[config.mk]
export PLATFORM = sky130hd
export DESIGN_NAME = utf8_case_converter
export DESIGN_NICKNAME = d
export VERILOG_FILES = /design/src/u8cc_pkg.sv /design/src/utf8_case_converter.sv
export SDC_FILE = /design/constraint.sdc
export NUM_CORES = 1
export LEC_CHECK = 0
export BUFFER_PORTS_ARGS = -buffer_cell sky130_fd_sc_hd__buf_2
export CAP_MARGIN = 20
export CORE_ASPECT_RATIO = 1.4
export CORE_MARGIN = 2
export CORE_UTILIZATION = 55
export DETAILED_ROUTE_END_ITERATION = 6
export HOLD_SLACK_MARGIN = 0.08
export PLACE_DENSITY_LB_ADDON = 0.05
export SLEW_MARGIN = 20
export SYNTH_ARGS = -nofsm -noshare
export SYNTH_HDL_FRONTEND = slang
export SYNTH_SLANG_ARGS = --single-unit
[constraint.sdc]
create_clock -name i_clk -period 5.2 [get_ports i_clk]
set_clock_uncertainty 0.05 [all_clocks]
set_input_delay 0.26 -clock i_clk [delete_from_list [all_inputs] [get_ports i_clk]]
set_output_delay 0.26 -clock i_clk [all_outputs]
set_load 0.05 [all_outputs]
[src/u8cc_pkg.sv]
// ----------------------------------------------------------------------------
// u8cc_pkg
// Types, constants and case-mapping / encoding functions of the UTF-8 case
// converter.
// ----------------------------------------------------------------------------
package u8cc_pkg;

    // Case mode register codes
    localparam logic [1:0] CASE_PASS  = 2'd0;
    localparam logic [1:0] CASE_LOWER = 2'd1;
    localparam logic [1:0] CASE_UPPER = 2'd2;

    // Output byte queue sizing
    localparam int MAX_BYTES  = 3;
    localparam int FIFO_DEPTH = 16;
    localparam int FIFO_AW    = $clog2(FIFO_DEPTH);
    localparam logic [FIFO_AW:0] READY_LIMIT = (FIFO_AW + 1)'(FIFO_DEPTH - 2 * MAX_BYTES);

    // One re-encoded character
    typedef struct packed {
        logic [MAX_BYTES-1:0][7:0] bytes;
        logic [1:0]                len;
    } t_utf8_enc;

    // One queued output byte
    typedef struct packed {
        logic [7:0] data;
        logic       last;
        logic       letter;
    } t_out_entry;

    function automatic logic [15:0] map_lower(input logic [15:0] c);
        logic [15:0] m;
        m = c;
        if (c inside {[16'h0041:16'h005A]}) begin
            m = c + 16'h0020;
        end else if (c inside {[16'h00C0:16'h00DE]} && c != 16'h00D7) begin
            m = c + 16'h0020;
        end else if (c == 16'h0152) begin
            m = 16'h0153;
        end else if (c == 16'h0160) begin
            m = 16'h0161;
        end else if (c inside {[16'h0410:16'h042F]}) begin
            m = c + 16'h0020;
        end else if (c == 16'h0401) begin
            m = 16'h0451;
        end
        return m;
    endfunction

    function automatic logic [15:0] map_upper(input logic [15:0] c);
        logic [15:0] m;
        m = c;
        if (c inside {[16'h0061:16'h007A]}) begin
            m = c - 16'h0020;
        end else if (c inside {[16'h00E0:16'h00FE]} && c != 16'h00F7) begin
            m = c - 16'h0020;
        end else if (c == 16'h0153) begin
            m = 16'h0152;
        end else if (c == 16'h0161) begin
            m = 16'h0160;
        end else if (c inside {[16'h0430:16'h044F]}) begin
            m = c - 16'h0020;
        end else if (c == 16'h0451) begin
            m = 16'h0401;
        end
        return m;
    endfunction

    function automatic logic letter_test(input logic [15:0] c);
        return (c inside {[16'h0061:16'h007A]}) ||
               (c inside {[16'h0041:16'h005A]}) ||
               (c == 16'h0027) ||
               ((c inside {[16'h00C0:16'h00FF]}) && c != 16'h00D7 && c != 16'h00F7) ||
               (c == 16'h0152) || (c == 16'h0153) ||
               (c == 16'h0160) || (c == 16'h0161) ||
               (c inside {[16'h0410:16'h044F]}) ||
               (c == 16'h0401) || (c == 16'h0451);
    endfunction

    function automatic t_utf8_enc utf8_encode(input logic [15:0] m);
        t_utf8_enc e;
        e = '0;
        if (m < 16'h0080) begin
            e.bytes[0] = m[7:0];
            e.len      = 2'd1;
        end else if (m < 16'h0800) begin
            e.bytes[0] = {3'b110, m[10:6]};
            e.bytes[1] = {2'b10, m[5:0]};
            e.len      = 2'd2;
        end else begin
            e.bytes[0] = {4'b1110, m[15:12]};
            e.bytes[1] = {2'b10, m[11:6]};
            e.bytes[2] = {2'b10, m[5:0]};
            e.len      = 2'd3;
        end
        return e;
    endfunction

endpackage

[src/utf8_case_converter.sv]
// A character's first output byte is offered once its last input byte has passed through
// the input register and then the output queue; remaining bytes follow one per output transaction.
// Throughput: one input byte and one output byte per cycle, the latter while i_out_ready is
// high; input ready drops only in reset or while the 16-entry output byte queue holds more
// than 10 bytes. Reset (synchronous, active low): decoder state cleared, case mode set
// to pass through, output queue emptied, input ready held low.
// ----------------------------------------------------------------------------
// utf8_case_converter
// Decodes a UTF-8 byte stream, optionally maps each character to lower or
// upper case and re-encodes it, one output byte per transaction.
// ----------------------------------------------------------------------------
module utf8_case_converter (
    input  logic       i_clk,
    input  logic       i_rst_n,
    // configuration
    input  logic       i_cfg_we,
    input  logic [1:0] i_cfg_data,
    // input channel
    input  logic       i_in_valid,
    output logic       o_in_ready,
    input  logic [7:0] i_in_byte,
    input  logic       i_stream_start,
    // output channel
    output logic       o_out_valid,
    input  logic       i_out_ready,
    output logic [7:0] o_out_byte,
    output logic       o_char_end,
    output logic       o_is_letter
);
    import u8cc_pkg::*;

    logic                r_in_valid;
    logic [7:0]          r_in_byte;
    logic                r_in_start;
    logic [1:0]          r_mode;
    logic [1:0]          r_pend;
    logic [1:0]          n_pend;
    logic [15:0]         r_acc;
    logic [15:0]         n_acc;
    logic [1:0]          pend_base;
    logic                char_done;
    logic [15:0]         mapped;
    logic                letter;
    t_utf8_enc           enc;
    t_out_entry          r_fifo [FIFO_DEPTH];
    logic [FIFO_AW-1:0]  r_wr_ptr;
    logic [FIFO_AW-1:0]  r_rd_ptr;
    logic [FIFO_AW:0]    r_count;
    logic [FIFO_AW:0]    n_count;
    logic [1:0]          push_len;
    logic                pop;
    logic                in_accept;

    assign in_accept = i_in_valid & o_in_ready;
    assign o_in_ready = i_rst_n & (r_count <= READY_LIMIT);

    // Capture accepted transaction
    always_ff @(posedge i_clk) begin
        if (!i_rst_n) begin
            r_in_valid <= 1'b0;
        end else begin
            r_in_valid <= in_accept;
        end
        if (in_accept) begin
            r_in_byte  <= i_in_byte;
            r_in_start <= i_stream_start;
        end
    end

    // Configuration register
    always_ff @(posedge i_clk) begin
        if (!i_rst_n) begin
            r_mode <= CASE_PASS;
        end else if (i_cfg_we) begin
            r_mode <= i_cfg_data;
        end
    end

    // Decode: advance the pending count and accumulate the code point
    always_comb begin
        pend_base = r_in_start ? 2'd0 : r_pend;
        n_pend    = r_pend;
        n_acc     = r_acc;
        char_done = 1'b0;
        if (r_in_valid) begin
            if (pend_base == 2'd0) begin
                if (!r_in_byte[7]) begin
                    n_acc     = {8'h00, r_in_byte};
                    n_pend    = 2'd0;
                    char_done = 1'b1;
                end else if (!r_in_byte[5]) begin
                    n_acc  = {11'h000, r_in_byte[4:0]};
                    n_pend = 2'd1;
                end else begin
                    n_acc  = {12'h000, r_in_byte[3:0]};
                    n_pend = 2'd2;
                end
            end else begin
                n_acc     = {r_acc[9:0], r_in_byte[5:0]};
                n_pend    = pend_base - 2'd1;
                char_done = (pend_base == 2'd1);
            end
        end
    end

    always_ff @(posedge i_clk) begin
        if (!i_rst_n) begin
            r_pend <= 2'd0;
            r_acc  <= 16'h0000;
        end else begin
            r_pend <= n_pend;
            r_acc  <= n_acc;
        end
    end

    // Case map, letter flag and re-encode
    always_comb begin
        case (r_mode)
            CASE_LOWER: mapped = map_lower(n_acc);
            CASE_UPPER: mapped = map_upper(n_acc);
            default:    mapped = n_acc;
        endcase
        letter = letter_test(n_acc);
        enc    = utf8_encode(mapped);
    end

    // Output byte queue: push a whole character, pop one byte per transaction
    assign push_len = char_done ? enc.len : 2'd0;
    assign pop      = o_out_valid & i_out_ready;
    assign n_count  = r_count + {{(FIFO_AW - 1){1'b0}}, push_len} - {{FIFO_AW{1'b0}}, pop};

    always_ff @(posedge i_clk) begin
        if (char_done) begin
            for (int k = 0; k < MAX_BYTES; k++) begin
                if (2'(k) < enc.len) begin
                    r_fifo[r_wr_ptr + FIFO_AW'(k)] <= '{
                        data:   enc.bytes[k],
                        last:   (2'(k) == enc.len - 2'd1),
                        letter: letter
                    };
                end
            end
        end
    end

    always_ff @(posedge i_clk) begin
        if (!i_rst_n) begin
            r_wr_ptr <= '0;
            r_rd_ptr <= '0;
            r_count  <= '0;
        end else begin
            r_wr_ptr <= r_wr_ptr + FIFO_AW'(push_len);
            if (pop) begin
                r_rd_ptr <= r_rd_ptr + FIFO_AW'(1);
            end
            r_count <= n_count;
        end
    end

    // Drive output from the queue head
    assign o_out_valid = (r_count != '0);
    assign o_out_byte  = r_fifo[r_rd_ptr].data;
    assign o_char_end  = r_fifo[r_rd_ptr].last;
    assign o_is_letter = r_fifo[r_rd_ptr].letter;

endmodule

After elaboration in Yosys (flattened, before gate mapping). Memory sizes are Yosys's and may differ from the RTL's. A register that Yosys moved wholly into a read port is not among the register bits. Index checks and enable logic that the tools add are counted.

Bitwise logic cells: 3. $mul: 0. Reduce and logical (&&, ||, !) cells: 25. Muxes and demuxes: 40. Equality and inequality tests: 14. Shift-type cells: 0. Add/sub/neg operators: 10. Div/mod/pow operators: 0. $lt $le $gt $ge: 19.

Operators by type and width (number): two-way mux 16 bit (16); equality test 16 x 9 -> 1 bit, second input constant (4); less-or-equal comparator 16 x 8 -> 1 bit, second input constant (3); equality test 16 x 11 -> 1 bit, second input constant (2); >= comparator 16 x 11 -> 1 bit, second input constant (2); >= comparator 16 x 7 -> 1 bit, second input constant (2); >= comparator 16 x 8 -> 1 bit, second input constant (2); less-or-equal comparator 16 x 11 -> 1 bit, second input constant (2); less-or-equal comparator 16 x 7 -> 1 bit, second input constant (2); inequality test 16 x 8 -> 1 bit, second input constant (2); case mux 16 bit (2 select lines) (1); adder 16 x 6 -> 16 bit, second input constant (1); equality test 16 x 6 -> 1 bit, second input constant (1); less-than comparator 16 x 12 -> 1 bit, second input constant (1); less-than comparator 16 x 8 -> 1 bit, second input constant (1); subtractor 16 x 6 -> 16 bit, second input constant (1); logical AND 1 bit (12); two-way mux 1 bit (12); logical OR 1 bit (10); two-way mux 10 bit (1); two-way mux 2 bit (5); adder 4 x 1 -> 4 bit, second input constant (2); two-way mux 4 bit (2); two-way mux 8 bit (1); 17 further kinds (23).

Output and inout bits: 12. Memories: 1. Bits of input ports: 16. RAM bits: 160. Logic and storage cells: 121. Bits in registers: 43. Latch bits: 0. ROM bits: 0.

Memories: r_fifo (depth 16, width 10, read ports 1, clocked after Yosys merged registers in 1, write ports 3, RTL line utf8_case_converter.sv:45) `t_out_entry r_fifo [FIFO_DEPTH];`.

Depth between registers and ports, before layout. Gate-level depths: netlist of run 1.

Depth in word-level cells: 19. Gate-level depth with buffers: 26. Mapped depth without buffers: 22.

Least setup slack after synthesis of run 1. No wires, ideal clock.

Path kind: register to register. Start: register r_in_start. End: register r_count[4]. Arrival: 4945 ps. Buffers on the path: 4. Setup time: 116 ps. Setup slack: 89 ps. Clock period less this slack: 5111 ps. Required time: 5034 ps. Cell stages (with the launch flop): 27. Cells stage by stage: edfxtp_1 o21ba_2 clkbuf_1 a211oi_2 or2_1 buf_2 inv_2 clkbuf_1 ha_1 nand2_1 nor3_1 nand4_1 o211a_1 a311oi_1 and2_1 clkbuf_1 nand2_2 a21oi_1 inv_1 ha_1 inv_1 ha_1 fa_1 a21oi_1 nor2_1 or3_1 and3_1.

Word-level cells in the longest chain between the ends: 18. Elaborated cells between the ends (all ways): 57. Those cells by class: add/sub: 4; order compare: 14; eq/ne: 9; mux: 21; reduce/logical: 9.

RTL lines: from (decl) (RTL line utf8_case_converter.sv:34) `logic r_in_start;`; from (signal assigned) (RTL line utf8_case_converter.sv:66) `r_in_start <= i_stream_start;`; two-way mux 2 bit (*) (RTL line utf8_case_converter.sv:81) `pend_base = r_in_start ? 2'd0 : r_pend;`; logical NOT 2 bit (RTL line utf8_case_converter.sv:86) `if (pend_base == 2'd0) begin`; two-way mux 16 bit (RTL line utf8_case_converter.sv:86); two-way mux 16 bit (RTL line utf8_case_converter.sv:85) `if (r_in_valid) begin`; >= comparator 16 x 11 -> 1 bit, or another cell as far along (RTL line u8cc_pkg.sv:62) `end else if (c inside {[16'h0430:16'h044F]}) begin`; logical AND 1 bit, or another cell as far along (RTL line u8cc_pkg.sv:62); two-way mux 16 bit, on equally long branches (RTL line u8cc_pkg.sv:62, u8cc_pkg.sv:43); two-way mux 16 bit, on equally long branches (RTL line u8cc_pkg.sv:60, u8cc_pkg.sv:41); [... 2 more ...]; two-way mux 16 bit, on equally long branches (RTL line u8cc_pkg.sv:54, u8cc_pkg.sv:35); case mux 16 bit (2 select lines) (RTL line utf8_case_converter.sv:118) `case (r_mode)`; less-than comparator 16 x 12 -> 1 bit (RTL line u8cc_pkg.sv:87) `end else if (m < 16'h0800) begin`; two-way mux 16 bit (RTL line u8cc_pkg.sv:87); two-way mux 10 bit (RTL line u8cc_pkg.sv:84) `if (m < 16'h0080) begin`; two-way mux 2 bit (*) (RTL line utf8_case_converter.sv:128) `assign push_len = char_done ? enc.len : 2'd0;`; adder 5 x 2 -> 5 bit (*) (RTL line utf8_case_converter.sv:130) `assign n_count = r_count + {{(FIFO_AW - 1){1'b0}}, push_len} - {{FIFO_AW{1'b0}}, pop};`; subtractor 5 x 1 -> 5 bit (*) (RTL line utf8_case_converter.sv:130); to (signal assigned) (RTL line utf8_case_converter.sv:156) `r_count <= n_count;`; to (decl) (RTL line utf8_case_converter.sv:48) `logic [FIFO_AW:0] r_count;`.

Mark *: on every way between the ends. The rest lies on a longest branch, timed or not. A chain may end at the register's enable or synchronous reset.

Final worst setup path of run 1. Ends and elaborated chain as after synthesis.

==> results_dict.tcl, run 1 <==
set metrics [dict create \
    critPathKind "flip-flop to flip-flop" \
    cap_violations 0 \
    grt_pass1_wl_um 61600 \
    initial_core_util_pct 56.1 \
    nFillCells 1874 \
    io_buffers 27 \
    min_from "i_rst_n" \
    cts_tree "built" \
    final_nets 1247 \
    area_growth_pct 11.5 \
    crit_arrival_ns 5.19 \
    first_pass_iters 6 \
    htreeDepth 1 \
    ys_warn_count 0 \
    cp-end-kind "flip-flop" \
    die_w_um 130 \
    worstPathRequired_ns 5.57 \
    core_um2 21900 \
    ys_seq_area_share_pct 46.1 \
    antenna_cells 0 \
    synth-edff-count 153 \
    dp_cells 1472 \
    start_kind "flip-flop" \
    post_drt_wl_per_cell_um 26.6 \
    syn_area_per_cell_um2 10.4 \
    drtAntennaViolNets 0 \
    routed_wl_um 40500 \
    hold_viol 0 \
    tns_ns 0 \
    status "finished, final reports clean" \
    most-common-layout-cells "nand2_1 (161), edfxtp_1 (153), nor2_1 (112), o221ai_1 (64), dfxtp_1 (51)" \
    core.rowCount 64 \
    regToRegEndpoint "r_count[4]" \
    gp_congestion 1.03 \
    fmax_mhz 208 \
    layout_commonest_cell "nand2_1" \
    hpwl_um 29200 \
    path_clk_slew_ns 0.06 \
    vias 10517 \
    fin_cells 1526 \
    rr_worst_depth 19 \
    met2_length_um 19400 \
    synthFlopType "edfxtp_1" \
    dieArea_um2 23600 \
    total_power_mw 4.86 \
    cts_setup_buffers 0 \
    synth_top_area_share_pct 37.4 \
    hp-class "input pin to flip-flop" \
    gr-total-overflow 0 \
    drt_iter0_drc 1122 \
    synthArstFlopShare_pct 0 \
    ios 28 \
    final-setup-viol-count 0 \
    cts.sinks 207 \
    critPathMaxFanout 8 \
    drcViolationCount 0 \
    viasPerCell 6.89 \
    synthDistinctLibCells 98 \
    holdPathStages 2 \
    synth_top_area_cell "edfxtp_1" \
    drv_slew 0 \
    power.density_nw_per_um2 354 \
    top_layer "met4" \
    grt_start_max_net_pins 41 \
    rsz0062_at_grt "no" \
    grt_pass1_vias 10428 \
    cts_buffers 22 \
    leakage_nw 4.49 \
    rrSetupSlack_ns 0.38 \
    grt_usage_pct 34.8 \
    m1WireLength_um 14400 \
    grt_antenna_before_repair 0 \
    syn_area_um2 12300 \
    fp.dieH_um 181 \
    rr_startpoint "r_in_start" \
    max-vdd-ir-drop_v 0.000373 \
    cts_buffer_depth 3 \
    wl_met3_um 3360 \
    layout-drive-gt1-share_pct 16.3 \
    clk_latency_ns 0.52 \
    tightest_slew_ns 1.16 \
    period_needed_ns 4.82 \
    timing.final.crit_share_pct 92.6 \
    ys_top_cells_by_area "edfxtp_1 (37%), mux4_2 (9.2%), dfxtp_1 (8.8%)" \
    relSlewSlack_pct 21.8 \
    clock-root-buffer "clkbuf_16" \
    postSynthCellCount 1187 \
    ys_seq_elements 207 \
    synth_nets 1221 \
]
-- flip-flops by register name, summed over array words and instances, names as in the netlist, named ones only --
register and cells:
r_in_start 1, r_in_valid 1, r_count 5, r_mode 2
r_wr_ptr 4, r_in_byte 8, r_rd_ptr 4, r_acc 16
r_fifo 160, r_pend 2
-- timing repair --
item,CTS,global route
resized for setup,0,3
setup endpoints to repair,0,1
hold buffers,14,0
hold endpoints to repair,12,0
-- final cells by class --
type | count | area (um2) | share of cell area, %
Inverter | 38 | 143 | 1.04
Clock inverter | 15 | 223 | 1.62
Clock buffer | 25 | 562 | 4.10
Timing Repair Buffer | 85 | 606 | 4.42
Multi-Input combinational cell | 859 | 6130 | 44.7
Sequential cell | 207 | 5680 | 41.4
Tap cell | 297 | 372 | 2.71
-- through the flow --
stage / instance area (um2) / setup slack, ns / utilization [%] / hold WS (ns)
after global routing: 13700 / 0.102 / 62.5 / 0.252
final: 13700 / 0.383 / 62.5 / 0.216
after CTS: 13700 / 0.297 / 62.4 / 0.216
after floorplan: 12300 / 0.0892 / - / 0.309
after detailed placement: 12800 / 0.307 / 58.2 / 0.389
after global placement: 12800 / 0.371 / 58.2 / 0.386
-- power breakdown --
part	internal [mW]	switching [mW]	leakage (nW)
registers	1.82	0.0908	1.84
clock network	1.03	0.679	0.370
logic	0.453	0.787	2.28
-- logic make-up (layout without fill, tap and decap cells) --
family	after synthesis	after routing	share of synthesized area [%]
mux	61	61	10.1
flops	207	207	46.1
buf+inv	121	163	4.30
fa+ha+maj	18	18	1.95
xor+xnor	10	10	0.712
simple gates	474	474	18.7
compound gates	296	296	18.1
-- Yosys cell counts, drive strengths merged (23+ instances only) --
master,count
o21ai,51
nand2,162
nand3,23
nor2,113
nor3,38
inv,37
buf,34
and2,36
clkbuf,49
dfxtp,54
mux4,50
a21oi,47
o221ai,64
edfxtp,153
-- routing by layer --
| metal | vias to the layer above | global-route usage (%) |
|---|---|---|
| met5 | - | 0 |
| met4 | 0 | 23.3 |
| met3 | 187 | 4.00 |
| met2 | 667 | 56.9 |
| met1 | 5033 | 42.9 |
| li1 | 4630 | - |
-- worst max-delay path by stage --
| stage | startpoint | to | slack, ns | cells after the start |
|---|---|---|---|---|
| floorplan | r_in_start | r_count[4] | 0.09 | 26 |
| global placement | r_in_start | r_count[4] | 0.37 | 18 |
| detailed placement | r_in_start | r_count[4] | 0.31 | 18 |
| CTS | r_in_start | r_count[4] | 0.30 | 18 |
| global route | r_in_start | r_count[4] | 0.10 | 22 |
| finish | r_in_start | r_count[4] | 0.38 | 19 |
-- worst max-delay path: stages, from the launching register on --
cell	delay, ns
edfxtp_1	0.43
o21bai_1	0.21
or4b_1	0.51
a211o_1	0.31
buf_4	0.18
o31a_1	0.29
and2_1	0.21
o31ai_2	0.28
and2_4	0.22
nand2_2	0.07
a21oi_1	0.24
inv_1	0.08
ha_1	0.27
inv_1	0.04
ha_1	0.20
fa_1	0.41
a21oi_1	0.18
nor2_1	0.06
or3_1	0.29
and3_1	0.18
Note: power is estimated with default switching activity, not from simulation.
==> run 2: changes to the inputs <==
Settings changed: ABC_AREA set to 1, RECOVER_POWER set to 50.
==> run 2 against run 1 <==
Compared with the run above: synthesized cell count increased by 32%; total power increased by 3.7%; sequential power about the same; sequential share of layout area decreased by 0.24 points; the run now ends with capacitance limit, slew limit left; highest routed layer unchanged.
==> results_dict.tcl, run 2 <==
set metrics [dict create \
    regMostFlops "r_fifo" \
    postSynthCellCount 1568 \
    ys_top_cells_by_area "edfxtp_1 (36%), nand2_1 (11%), dfxtp_1 (8.5%)" \
    slowest_delay_ns 0.41 \
    cts_setup_buffers 0 \
    utilization_pct 61.0 \
    p_sw_mw 1.93 \
    slowest_stage "fa_1" \
    drv_slew 77 \
    hp-class "input pin to flip-flop" \
    holdPathStages 2 \
    grt_start_max_net_pins 77 \
    drt_iter0_drc 1560 \
    max-vdd-ir-drop_v 0.000327 \
    comb_power_share_pct 30.2 \
    tns_ns 0 \
    fin_cells 1905 \
    clkPwrFrac_pct 31.6 \
    rr_startpoint "r_in_valid" \
    drcViolationCount 0 \
    rr_worst_depth 31 \
    ios 28 \
    fmax_mhz 209 \
    synthDistinctLibCells 48 \
    hold_viol 0 \
    layout_setup_ws_ns 0.412 \
    worstPathRequired_ns 5.62 \
    grt_usage_pct 34.3 \
    cts_tree "built" \
    hold_end "r_in_start" \
    initial_core_util_pct 56.0 \
    critPathKind "flip-flop to flip-flop" \
    first_pass_iters 6 \
    timing.final.crit_share_pct 92.1 \
    core_um2 22600 \
    clk_latency_ns 0.53 \
    cts_buffer_depth 3 \
    start_kind "flip-flop" \
    yosys-top-cells-count "nand2_1 (364), inv_1 (206), edfxtp_1 (153)" \
    ys_seq_elements 207 \
    power.density_nw_per_um2 366 \
    synth_top_area_cell "edfxtp_1" \
    total_power_mw 5.04 \
    power_frac_seq_pct 38.2 \
    io_buffers 27 \
    cts.sinks 207 \
    die_w_um 132 \
    tightest_slew_ns 1.72 \
    viasPerCell 6.11 \
    crit_top_cell "nand2_1" \
    final_nets 1622 \
    relSlewSlack_pct -14.6 \
    htreeDepth 1 \
    min_from "i_stream_start" \
    synth-edff-count 153 \
    cts_buffers 22 \
    leakage_nw 5.48 \
    grt_pass1_vias 11339 \
    synthFlopType "edfxtp_1" \
    regToRegEndpoint "r_count[4]" \
    ys_seq_area_share_pct 44.9 \
    status "complete, but fails checks" \
    synth.most_common_cell "nand2_1" \
    most-common-layout-cells "nand2_1 (374), inv_1 (208), edfxtp_1 (153), nand3_1 (122), nor2_1 (120)" \
    drtAntennaViolNets 0 \
    path_clk_slew_ns 0.06 \
    dp_slack_ns 0.402 \
    syn_area_per_cell_um2 8.07 \
    dp_cells 1850 \
    hold_slack_ns 0.381 \
    rrSetupSlack_ns 0.41 \
    ys_warn_count 0 \
    rsz0062_at_grt "no" \
    synthArstFlopShare_pct 0 \
    antenna_cells 0 \
    grt_pass1_wl_um 63700 \
    crit_arrival_ns 5.21 \
    failed_checks "capacitance limit, slew limit" \
    gp_congestion 0.994 \
    cap_violations 1 \
    dieArea_um2 24300 \
    grt_antenna_before_repair 0 \
    layout_commonest_cell "nand2_1" \
    period_needed_ns 4.79 \
    clock-root-buffer "clkbuf_16" \
    top_regs "r_fifo: 160 flops, r_acc: 16 flops, r_in_byte: 8 flops" \
    layout-drive-gt1-share_pct 7.36 \
    sw_frac_of_total_pct 38.4 \
    core.rowCount 65 \
    placed_area_um2 13000 \
    syn_area_um2 12700 \
    largest_reg_flops 160 \
    hpwl_um 28700 \
    routed_wl_um 41500 \
    synth_nets 1602 \
    gr-total-overflow 0 \
    cp-end-kind "flip-flop" \
    synth_top_area_share_pct 36.3 \
    post_drt_wl_per_cell_um 21.8 \
    internal_power_mw 3.10 \
    fp.dieH_um 183 \
    vias 11644 \
    final-setup-viol-count 0 \
    critPathMaxFanout 28 \
    fin_area_um2 13800 \
    area_growth_pct 8.94 \
]
[run 2: power by group through the flow]
| stage | clock network (mW) | logic [mW] | registers [mW] |
|---|---|---|---|
| 2_1_floorplan | 0 | 1.13 | 1.89 |
| 3_3_place_gp | 0 | 1.49 | 1.96 |
| 3_5_place_dp | 0 | 1.50 | 1.96 |
| 4_1_cts | 1.59 | 1.51 | 1.93 |
| 5_1_grt | 1.65 | 1.64 | 1.94 |
| 6_report | 1.59 | 1.52 | 1.93 |
[run 2: logic make-up (layout without fill, tap and decap cells)]
kind of cell / after synthesis / count (layout) / share of synthesized area (%)
AND/OR/NAND/NOR: 686 / 686 / 23.5
AO/OA/AOI/OAI: 321 / 321 / 16.7
buffers and inverters: 289 / 325 / 9.35
flip-flops: 207 / 207 / 44.9
multiplexers: 43 / 43 / 3.40
adder cells (fa/ha/maj): 18 / 18 / 1.90
XOR/XNOR: 4 / 4 / 0.277
[run 2: final cells by class]
cell class | instances | area [um2]
clock buffer | 26 | 596
clock inverter | 14 | 124
sequential | 207 | 5680
inverter | 223 | 837
timing repair buffer | 62 | 408
tap | 301 | 377
fill | 2140 | 8830
multi-input combinational | 1072 | 5770
[run 2: timing repair]
action,4_1_cts,5_1_grt
hold endpoints to repair,26,0
gates resized for setup,0,1
endpoints found under the setup margin,0,1
hold buffers,15,0
[run 2: worst max-delay path by stage]
stage | end | from | slack, ns
final | r_count[4] | r_in_valid | 0.41
after global routing | r_count[4] | r_in_valid | 0.03
after CTS | r_count[4] | r_in_valid | 0.37
after detailed placement | r_count[4] | r_in_valid | 0.40
after global placement | r_count[4] | r_in_valid | 0.46
after floorplan | r_count[4] | r_in_valid | 1.49
[run 2: per-layer routing]
layer | vias to the layer above | track usage, % | part of all wire, %
li1 | 5422 | - | -
met3 | 176 | 4.14 | 7.7
met5 | - | 0 | 0
met4 | 0 | 20.1 | 7.1
met1 | 5409 | 41.0 | 37
met2 | 637 | 59.5 | 48
[run 2: worst max-delay path, delay by kind of cell (launching register included)]
family	cells	cell delay (ns)
fa+ha+maj	3	0.88
compound gates	3	0.27
flops	1	0.30
simple gates	19	2.42
buf+inv	6	0.76
